==> src/rtl/core/file_directory_sector_allocator_defines.svh <==
// Assertion macros for the file directory sector allocator.
// No dependencies; included by the top level only.
`ifndef FILE_DIRECTORY_SECTOR_ALLOCATOR_DEFINES_SVH
`define FILE_DIRECTORY_SECTOR_ALLOCATOR_DEFINES_SVH

// same-cycle implication, checked outside reset
`define FDSA_IMPLY(lbl, ante, cons, msg) \
    lbl: assert property (@(posedge i_clk) disable iff (!i_rst_n) (ante) |-> (cons)) \
        else $error(msg);

// next-cycle implication, checked outside reset
`define FDSA_NEXT(lbl, ante, cons, msg) \
    lbl: assert property (@(posedge i_clk) disable iff (!i_rst_n) (ante) |=> (cons)) \
        else $error(msg);

`endif

==> src/rtl/core/fdsa_pkg.sv <==
// Shared types and constants of the file directory sector allocator.
// No dependencies; used by fdsa_ctrl, fdsa_dpath and the top level.
package fdsa_pkg;

    localparam int DIR_ENTRIES  = 16;
    localparam int ENTRY_BYTES  = 32;
    localparam int NAME_BYTES   = 6;
    localparam int MAP_ENTRIES  = 256;
    localparam int SECTOR_LIMIT = 26;
    localparam int SLOT_COUNT   = (ENTRY_BYTES - NAME_BYTES) < SECTOR_LIMIT ?
                                  (ENTRY_BYTES - NAME_BYTES) : SECTOR_LIMIT;
    localparam int DIR_BYTES    = DIR_ENTRIES * ENTRY_BYTES;
    localparam int DIR_BASE     = 256;

    localparam int E_W    = $clog2(DIR_ENTRIES);
    localparam int OFF_W  = $clog2(ENTRY_BYTES);
    localparam int DIR_AW = $clog2(DIR_BYTES);
    localparam int MAP_AW = $clog2(MAP_ENTRIES);
    localparam int SLOT_W = MAP_AW + 1;
    localparam int GOT_W  = $clog2(SLOT_COUNT + 1);

    localparam logic [7:0] FREE_FULL = 8'hFF;

    // request kinds
    typedef enum logic [1:0] {
        ACT_LOAD   = 2'd0,
        ACT_READ   = 2'd1,
        ACT_LOOKUP = 2'd2,
        ACT_CREATE = 2'd3
    } t_action;

    // result codes
    typedef enum logic [2:0] {
        ST_SECTOR    = 3'd0,
        ST_EMPTY     = 3'd1,
        ST_NOT_FOUND = 3'd2,
        ST_DIR_FULL  = 3'd3,
        ST_NO_SPACE  = 3'd4,
        ST_READ      = 3'd5,
        ST_LOADED    = 3'd6
    } t_status;

    // read address source
    typedef enum logic [2:0] {
        RD_USER = 3'd0,
        RD_NAME = 3'd1,
        RD_SECT = 3'd2,
        RD_HEAD = 3'd3,
        RD_MAP  = 3'd4
    } t_rd_sel;

    // sector field source of a result
    typedef enum logic [1:0] {
        SEC_NONE = 2'd0,
        SEC_PEND = 2'd1,
        SEC_PICK = 2'd2
    } t_sec_sel;

    typedef struct packed {
        logic     capture;
        logic     clr_step;
        logic     rd_en;
        t_rd_sel  rd_sel;
        logic     wr_load;
        logic     wr_name;
        logic     wr_commit;
        logic     e_clr;
        logic     e_inc;
        logic     i_clr;
        logic     i_inc;
        logic     slot_init;
        logic     slot_inc;
        logic     got_clr;
        logic     pick;
        logic     pend_load;
        logic     out_load;
        t_status  out_status;
        t_sec_sel out_sec;
        logic     out_last;
    } t_cmd;

    typedef struct packed {
        logic    clr_done;
        t_action action;
        logic    name_eq;
        logic    rd_zero;
        logic    rd_ff;
        logic    i_at_len;
        logic    i_sect_last;
        logic    i_name_last;
        logic    i_got_last;
        logic    e_last;
        logic    slot_end;
        logic    got_eq;
        logic    got_zero;
        logic    count_big;
        logic    out_free;
    } t_sts;

endpackage

==> src/rtl/core/fdsa_ctrl.sv <==
// Controller state machine: clearing pass, load/read, lookup walk, create scan/commit.
// Depends on fdsa_pkg; drives fdsa_dpath through t_cmd.
module fdsa_ctrl (
    input  logic            i_clk,
    input  logic            i_rst_n,
    input  logic            i_req_valid,
    input  logic [1:0]      i_req_action,
    output logic            o_req_ready,
    input  fdsa_pkg::t_sts  i_sts,
    output fdsa_pkg::t_cmd  o_cmd
);

    typedef enum logic [15:0] {
        S_CLEAR  = 16'h0001,
        S_IDLE   = 16'h0002,
        S_RW_RD  = 16'h0004,
        S_RW_OUT = 16'h0008,
        S_LK_RD  = 16'h0010,
        S_LK_CHK = 16'h0020,
        S_LS_RD  = 16'h0040,
        S_LS_CHK = 16'h0080,
        S_LS_FIN = 16'h0100,
        S_CR_RD  = 16'h0200,
        S_CR_CHK = 16'h0400,
        S_SC_TST = 16'h0800,
        S_SC_CHK = 16'h1000,
        S_NM_WR  = 16'h2000,
        S_CM_WR  = 16'h4000,
        S_ONE    = 16'h8000
    } t_state;

    t_state            r_state, n_state;
    fdsa_pkg::t_status r_code, n_code;
    logic              r_pend, n_pend;
    logic              accept;

    assign o_req_ready = r_state == S_IDLE;
    assign accept      = i_req_valid && o_req_ready;

    always_ff @(posedge i_clk) begin
        if (!i_rst_n) begin
            r_state <= S_CLEAR;
            r_code  <= fdsa_pkg::ST_SECTOR;
            r_pend  <= 1'b0;
        end else begin
            r_state <= n_state;
            r_code  <= n_code;
            r_pend  <= n_pend;
        end
    end

    // next state and commands
    always_comb begin
        n_state = r_state;
        n_code  = r_code;
        n_pend  = r_pend;
        o_cmd   = '0;
        o_cmd.capture = accept;
        unique case (r_state)
            S_CLEAR: begin
                o_cmd.clr_step = 1'b1;
                if (i_sts.clr_done) begin
                    n_state = S_IDLE;
                end
            end
            S_IDLE: begin
                o_cmd.e_clr = 1'b1;
                o_cmd.i_clr = 1'b1;
                n_pend      = 1'b0;
                if (accept) begin
                    unique case (fdsa_pkg::t_action'(i_req_action))
                        fdsa_pkg::ACT_LOOKUP: n_state = S_LK_RD;
                        fdsa_pkg::ACT_CREATE: n_state = S_CR_RD;
                        default:              n_state = S_RW_RD;
                    endcase
                end
            end
            // single byte load or read
            S_RW_RD: begin
                o_cmd.rd_en   = 1'b1;
                o_cmd.rd_sel  = fdsa_pkg::RD_USER;
                o_cmd.wr_load = i_sts.action == fdsa_pkg::ACT_LOAD;
                n_state       = S_RW_OUT;
            end
            S_RW_OUT: begin
                if (i_sts.out_free) begin
                    o_cmd.out_load   = 1'b1;
                    o_cmd.out_status = (i_sts.action == fdsa_pkg::ACT_LOAD) ?
                                       fdsa_pkg::ST_LOADED : fdsa_pkg::ST_READ;
                    o_cmd.out_last   = 1'b1;
                    n_state          = S_IDLE;
                end
            end
            // lookup: compare name bytes of one entry
            S_LK_RD: begin
                if (i_sts.i_at_len) begin
                    o_cmd.i_clr = 1'b1;
                    n_state     = S_LS_RD;
                end else begin
                    o_cmd.rd_en  = 1'b1;
                    o_cmd.rd_sel = fdsa_pkg::RD_NAME;
                    n_state      = S_LK_CHK;
                end
            end
            S_LK_CHK: begin
                if (i_sts.name_eq) begin
                    o_cmd.i_inc = 1'b1;
                    n_state     = S_LK_RD;
                end else if (i_sts.e_last) begin
                    n_code  = fdsa_pkg::ST_NOT_FOUND;
                    n_state = S_ONE;
                end else begin
                    o_cmd.e_inc = 1'b1;
                    o_cmd.i_clr = 1'b1;
                    n_state     = S_LK_RD;
                end
            end
            // lookup: list sectors, one held back to know the last
            S_LS_RD: begin
                o_cmd.rd_en  = 1'b1;
                o_cmd.rd_sel = fdsa_pkg::RD_SECT;
                n_state      = S_LS_CHK;
            end
            S_LS_CHK: begin
                if (i_sts.rd_zero) begin
                    if (r_pend) begin
                        n_state = S_LS_FIN;
                    end else begin
                        n_code  = fdsa_pkg::ST_EMPTY;
                        n_state = S_ONE;
                    end
                end else if (!r_pend || i_sts.out_free) begin
                    if (r_pend) begin
                        o_cmd.out_load   = 1'b1;
                        o_cmd.out_status = fdsa_pkg::ST_SECTOR;
                        o_cmd.out_sec    = fdsa_pkg::SEC_PEND;
                    end
                    o_cmd.pend_load = 1'b1;
                    n_pend          = 1'b1;
                    if (i_sts.i_sect_last) begin
                        n_state = S_LS_FIN;
                    end else begin
                        o_cmd.i_inc = 1'b1;
                        n_state     = S_LS_RD;
                    end
                end
            end
            S_LS_FIN: begin
                if (i_sts.out_free) begin
                    o_cmd.out_load   = 1'b1;
                    o_cmd.out_status = fdsa_pkg::ST_SECTOR;
                    o_cmd.out_sec    = fdsa_pkg::SEC_PEND;
                    o_cmd.out_last   = 1'b1;
                    n_state          = S_IDLE;
                end
            end
            // create: find a free entry
            S_CR_RD: begin
                o_cmd.rd_en  = 1'b1;
                o_cmd.rd_sel = fdsa_pkg::RD_HEAD;
                n_state      = S_CR_CHK;
            end
            S_CR_CHK: begin
                if (i_sts.rd_zero) begin
                    if (i_sts.count_big) begin
                        n_code  = fdsa_pkg::ST_NO_SPACE;
                        n_state = S_ONE;
                    end else begin
                        o_cmd.slot_init = 1'b1;
                        o_cmd.got_clr   = 1'b1;
                        n_state         = S_SC_TST;
                    end
                end else if (i_sts.e_last) begin
                    n_code  = fdsa_pkg::ST_DIR_FULL;
                    n_state = S_ONE;
                end else begin
                    o_cmd.e_inc = 1'b1;
                    n_state     = S_CR_RD;
                end
            end
            // create: scan the map for free slots
            S_SC_TST: begin
                if (i_sts.got_eq) begin
                    o_cmd.i_clr = 1'b1;
                    n_state     = S_NM_WR;
                end else if (i_sts.slot_end) begin
                    n_code  = fdsa_pkg::ST_NO_SPACE;
                    n_state = S_ONE;
                end else begin
                    o_cmd.rd_en  = 1'b1;
                    o_cmd.rd_sel = fdsa_pkg::RD_MAP;
                    n_state      = S_SC_CHK;
                end
            end
            S_SC_CHK: begin
                o_cmd.pick     = !i_sts.rd_ff;
                o_cmd.slot_inc = 1'b1;
                n_state        = S_SC_TST;
            end
            // create: store the name, then commit sectors
            S_NM_WR: begin
                o_cmd.wr_name = 1'b1;
                if (i_sts.i_name_last) begin
                    o_cmd.i_clr = 1'b1;
                    if (i_sts.got_zero) begin
                        n_code  = fdsa_pkg::ST_EMPTY;
                        n_state = S_ONE;
                    end else begin
                        n_state = S_CM_WR;
                    end
                end else begin
                    o_cmd.i_inc = 1'b1;
                end
            end
            S_CM_WR: begin
                if (i_sts.out_free) begin
                    o_cmd.wr_commit  = 1'b1;
                    o_cmd.out_load   = 1'b1;
                    o_cmd.out_status = fdsa_pkg::ST_SECTOR;
                    o_cmd.out_sec    = fdsa_pkg::SEC_PICK;
                    o_cmd.out_last   = i_sts.i_got_last;
                    if (i_sts.i_got_last) begin
                        n_state = S_IDLE;
                    end else begin
                        o_cmd.i_inc = 1'b1;
                    end
                end
            end
            S_ONE: begin
                if (i_sts.out_free) begin
                    o_cmd.out_load   = 1'b1;
                    o_cmd.out_status = r_code;
                    o_cmd.out_last   = 1'b1;
                    n_state          = S_IDLE;
                end
            end
            default: begin
                n_state = S_IDLE;
            end
        endcase
    end

endmodule

==> config.mk <==
export PLATFORM = sky130hd
export DESIGN_NAME = fdsa_ctrl
export DESIGN_NICKNAME = d
export VERILOG_FILES = /design/src/rtl/core/file_directory_sector_allocator_defines.svh /design/src/rtl/core/fdsa_pkg.sv /design/src/rtl/core/fdsa_ctrl.sv
export SDC_FILE = /design/constraint.sdc
export NUM_CORES = 1
export LEC_CHECK = 0
export BUFFER_PORTS_ARGS = -buffer_cell sky130_fd_sc_hd__buf_4
export CORE_MARGIN = 3
export CORE_UTILIZATION = 55
export CTS_BUF_LIST = sky130_fd_sc_hd__clkbuf_16
export CTS_CLUSTER_SIZE = 25
export DETAILED_ROUTE_END_ITERATION = 8
export GPL_ROUTABILITY_DRIVEN = 0
export PLACE_DENSITY = 0.84
export SYNTH_ARGS = -nofsm -noshare
export SYNTH_HDL_FRONTEND = slang
export SYNTH_SLANG_ARGS = --single-unit
export TNS_END_PERCENT = 5
==> constraint.sdc <==
create_clock -name i_clk -period 4.47 [get_ports i_clk]
set_input_delay 0.2235 -clock i_clk [delete_from_list [all_inputs] [get_ports i_clk]]
set_output_delay 0.2235 -clock i_clk [all_outputs]
set_load 0.01 [all_outputs]
==> reports/results.ini <==
[pwr]
vdd_drop_max_v=0.0002481
pwr-share-comb=0.230
p_leak_nw=0.8631
power.switching_fraction=0.2757
total_power_w=0.0005745
seqPwrFrac=0.336
clockPowerShare=0.435
switchingPower_w=0.0001584
p_per_area_nw_per_um2=280.2
p_int_w=0.0004161

[worst_setup_path]
crit_fanout=6
cp-end-kind=output port
setup.worst_path.start_class=register
critical_path_type=reg -> out
timing.critical_path.required_ns=4.25
critical_path_arrival_ns=2.47

[cts]
tritoncts_clock_tree=built
postCtsSetupBuffers=0
clk_pin_slew_worst_paths_ns=0.06
clock_sinks=20
cts-resized-gates=0
cts.htree.levels=1
hold_buffers=0
root_buffer=sky130_fd_sc_hd__clkbuf_16
clockBufferDepth=2
clk-insertion-delay-late_ns=0.25
tritoncts.num_buffers=3

[timing]
finalHoldViolCount=0
post-route-period-util=0.6025
unrepaired_setup_endpoints_after_global_routing=no
maxSlewHeadroom=0.5924
skew_ns=0.001470
min_period_ns=2.693
max_clock_freq_ghz=0.3713
setup-tns-final_ns=0
timing_max_transition_violations_final=0
slew_at_the_pin_closest_to_its_max_slew_limit_ns=0.6064
timing.final.setup_violations=0

[floorplan]
core_area_sq_um=2613
std_cell_rows=18
die-height_um=60.01
die_width_um=60.01
initial_utilization=0.6140
die-area_sq_um=3601
io_pins=47

[yosys]
synth-async-reset-ratio=0
synth.cell_area_sq_um=1604
ys.flop_type=sky130_fd_sc_hd__dfxtp_1
synth_sequential_area_ratio=0.2496
yosys_register_bits=20
number_of_warning_messages_in_the_yosys_log=0
edff_count_synth=0
mappedNetlistNets=216
number_of_instances_in_the_synthesized_netlist=195
synth_cell_type_count=68
postSynthAreaPerCell_sq_um=8.226

[finish]
final_common_cell=sky130_fd_sc_hd__buf_4
layout.cell_area.non_filler_sq_um=2051
post_route_cells_drive_above_1_share=0.3222
flow.area_growth_from_synthesis_pct=27.85
finish.net_count=261
antennaDiodeCount=0
fillerInstances=186
layout_common_cells=sky130_fd_sc_hd__buf_4 (46), sky130_fd_sc_hd__nor2_1 (25), sky130_fd_sc_hd__dfxtp_1 (20), sky130_fd_sc_hd__a21oi_1 (13), sky130_fd_sc_hd__inv_1 (12)

[routing]
dr.first_iter.drc_count=124
routedWlPerCell_um=18.50
drt.antenna.violating_nets=0
vias_per_cell=6.584
detailroute.via_count=1771
detailedRoute.firstPassIterationCount=5
drc_errors=0
routed_wirelength_um=4976

[global_route]
globalRouteTotalUtil=0.2989
grt_first_pass_wirelength_um=8024
antenna_violations_before_repair=0
first_global_vias=1629
grt_overflow=0
grt_start_max_net_pins=13

[placement]
portBuffers=46
postPlaceCellArea_sq_um=1946
detailed_place_hpwl_um=3835

[worst_hold_path]
hp-class=in -> reg

[flow_run]
cap_viol_max_count=0

[run_status]
result_of_the_run=finished clean

-- layout make-up --
cell class | count | area [sq um] | area share
tap | 30 | 37.54 | 0.01830
multi-input combinational | 156 | 1114 | 0.5430
clock inverter | 1 | 30.03 | 0.01464
clock buffer | 3 | 75.07 | 0.03661
sequential | 20 | 400.4 | 0.1952
timing repair buffer | 46 | 345.3 | 0.1684
inverter | 13 | 48.80 | 0.02379
-- stage by stage --
| stage | std cells | util | worst slack, ns | hold WS, ns |
|---|---|---|---|---|
| floorplan | 195 | - | 2.354 | 0.2894 |
| global placement | 265 | 0.7447 | 2.177 | 0.4208 |
| detailed placement | 265 | 0.7447 | 2.109 | 0.4238 |
| CTS | 269 | 0.7850 | 1.799 | 0.1576 |
| global route | 269 | 0.7850 | 1.624 | 0.1574 |
| finish | 269 | 0.7850 | 1.777 | 0.1554 |
-- Yosys cell counts, types with 3 or more instances --
library cell / n / area (sq um)
sky130_fd_sc_hd__or2b_2: 3 / 26.28
sky130_fd_sc_hd__nand3_1: 6 / 30.03
sky130_fd_sc_hd__nor2_1: 25 / 93.84
sky130_fd_sc_hd__a21oi_1: 13 / 65.06
sky130_fd_sc_hd__nor4_1: 4 / 25.02
sky130_fd_sc_hd__nand4_1: 4 / 25.02
sky130_fd_sc_hd__dfxtp_1: 20 / 400.4
sky130_fd_sc_hd__or4_1: 4 / 30.03
sky130_fd_sc_hd__inv_1: 12 / 45.04
sky130_fd_sc_hd__nand2_1: 8 / 30.03
sky130_fd_sc_hd__o21ai_0: 3 / 15.01
sky130_fd_sc_hd__nor3_2: 3 / 30.03
sky130_fd_sc_hd__buf_4: 3 / 22.52
sky130_fd_sc_hd__nor3_1: 10 / 50.05
sky130_fd_sc_hd__nand2b_1: 6 / 37.54
-- final timing paths --
check / from / endpoint / slack [ns] / cells past startpoint
max reg2reg: r_state[6] / r_state[9] / 2.10 / 6
min reg2reg: r_state[1] / r_state[1] / 0.53 / 2
min: i_req_action[1] / r_state[2] / 0.16 / 2
max: r_state[15] / o_cmd[22] / 1.78 / 6
-- flip-flops by register name (all words and copies together), names as in the netlist --
register	flops
r_state	16
r_code	3
r_pend	1
-- layer usage --
layer / share of wire / global-route usage / wire (um)
met5: 0 / 0 / 0
met3: 0.11 / 0.03888 / 552
met4: 0.026 / 0.1171 / 129
met2: 0.45 / 0.4722 / 2261
met1: 0.41 / 0.4092 / 2031
-- power groups by stage --
stage          Sequential, W  Clock [W]  Combinational, W
2_1_floorplan       0.000194          0         0.0000824
3_3_place_gp        0.000195          0          0.000126
3_5_place_dp        0.000196          0          0.000128
4_1_cts             0.000192   0.000250          0.000131
5_1_grt             0.000193   0.000259          0.000143
6_report            0.000193   0.000250          0.000132
-- critical path: stages, from the launching register on --
cell                      delay (ns)
sky130_fd_sc_hd__dfxtp_1        0.40
sky130_fd_sc_hd__nor4_4         0.48
sky130_fd_sc_hd__nand4_1        0.27
sky130_fd_sc_hd__or4b_1         0.67
sky130_fd_sc_hd__nand3_1        0.16
sky130_fd_sc_hd__or3_1          0.12
sky130_fd_sc_hd__buf_4          0.11
-- cell families after synthesis --
| kind of cell | count (synthesis) | share of synthesized area |
|---|---|---|
| xor+xnor | 1 | 0.005461 |
| flops | 20 | 0.2496 |
| mux | 3 | 0.01950 |
| buf+inv | 19 | 0.05616 |
| simple gates | 106 | 0.4602 |
| compound gates | 46 | 0.2090 |
No activity file was read; power rests on OpenSTA's default activity.
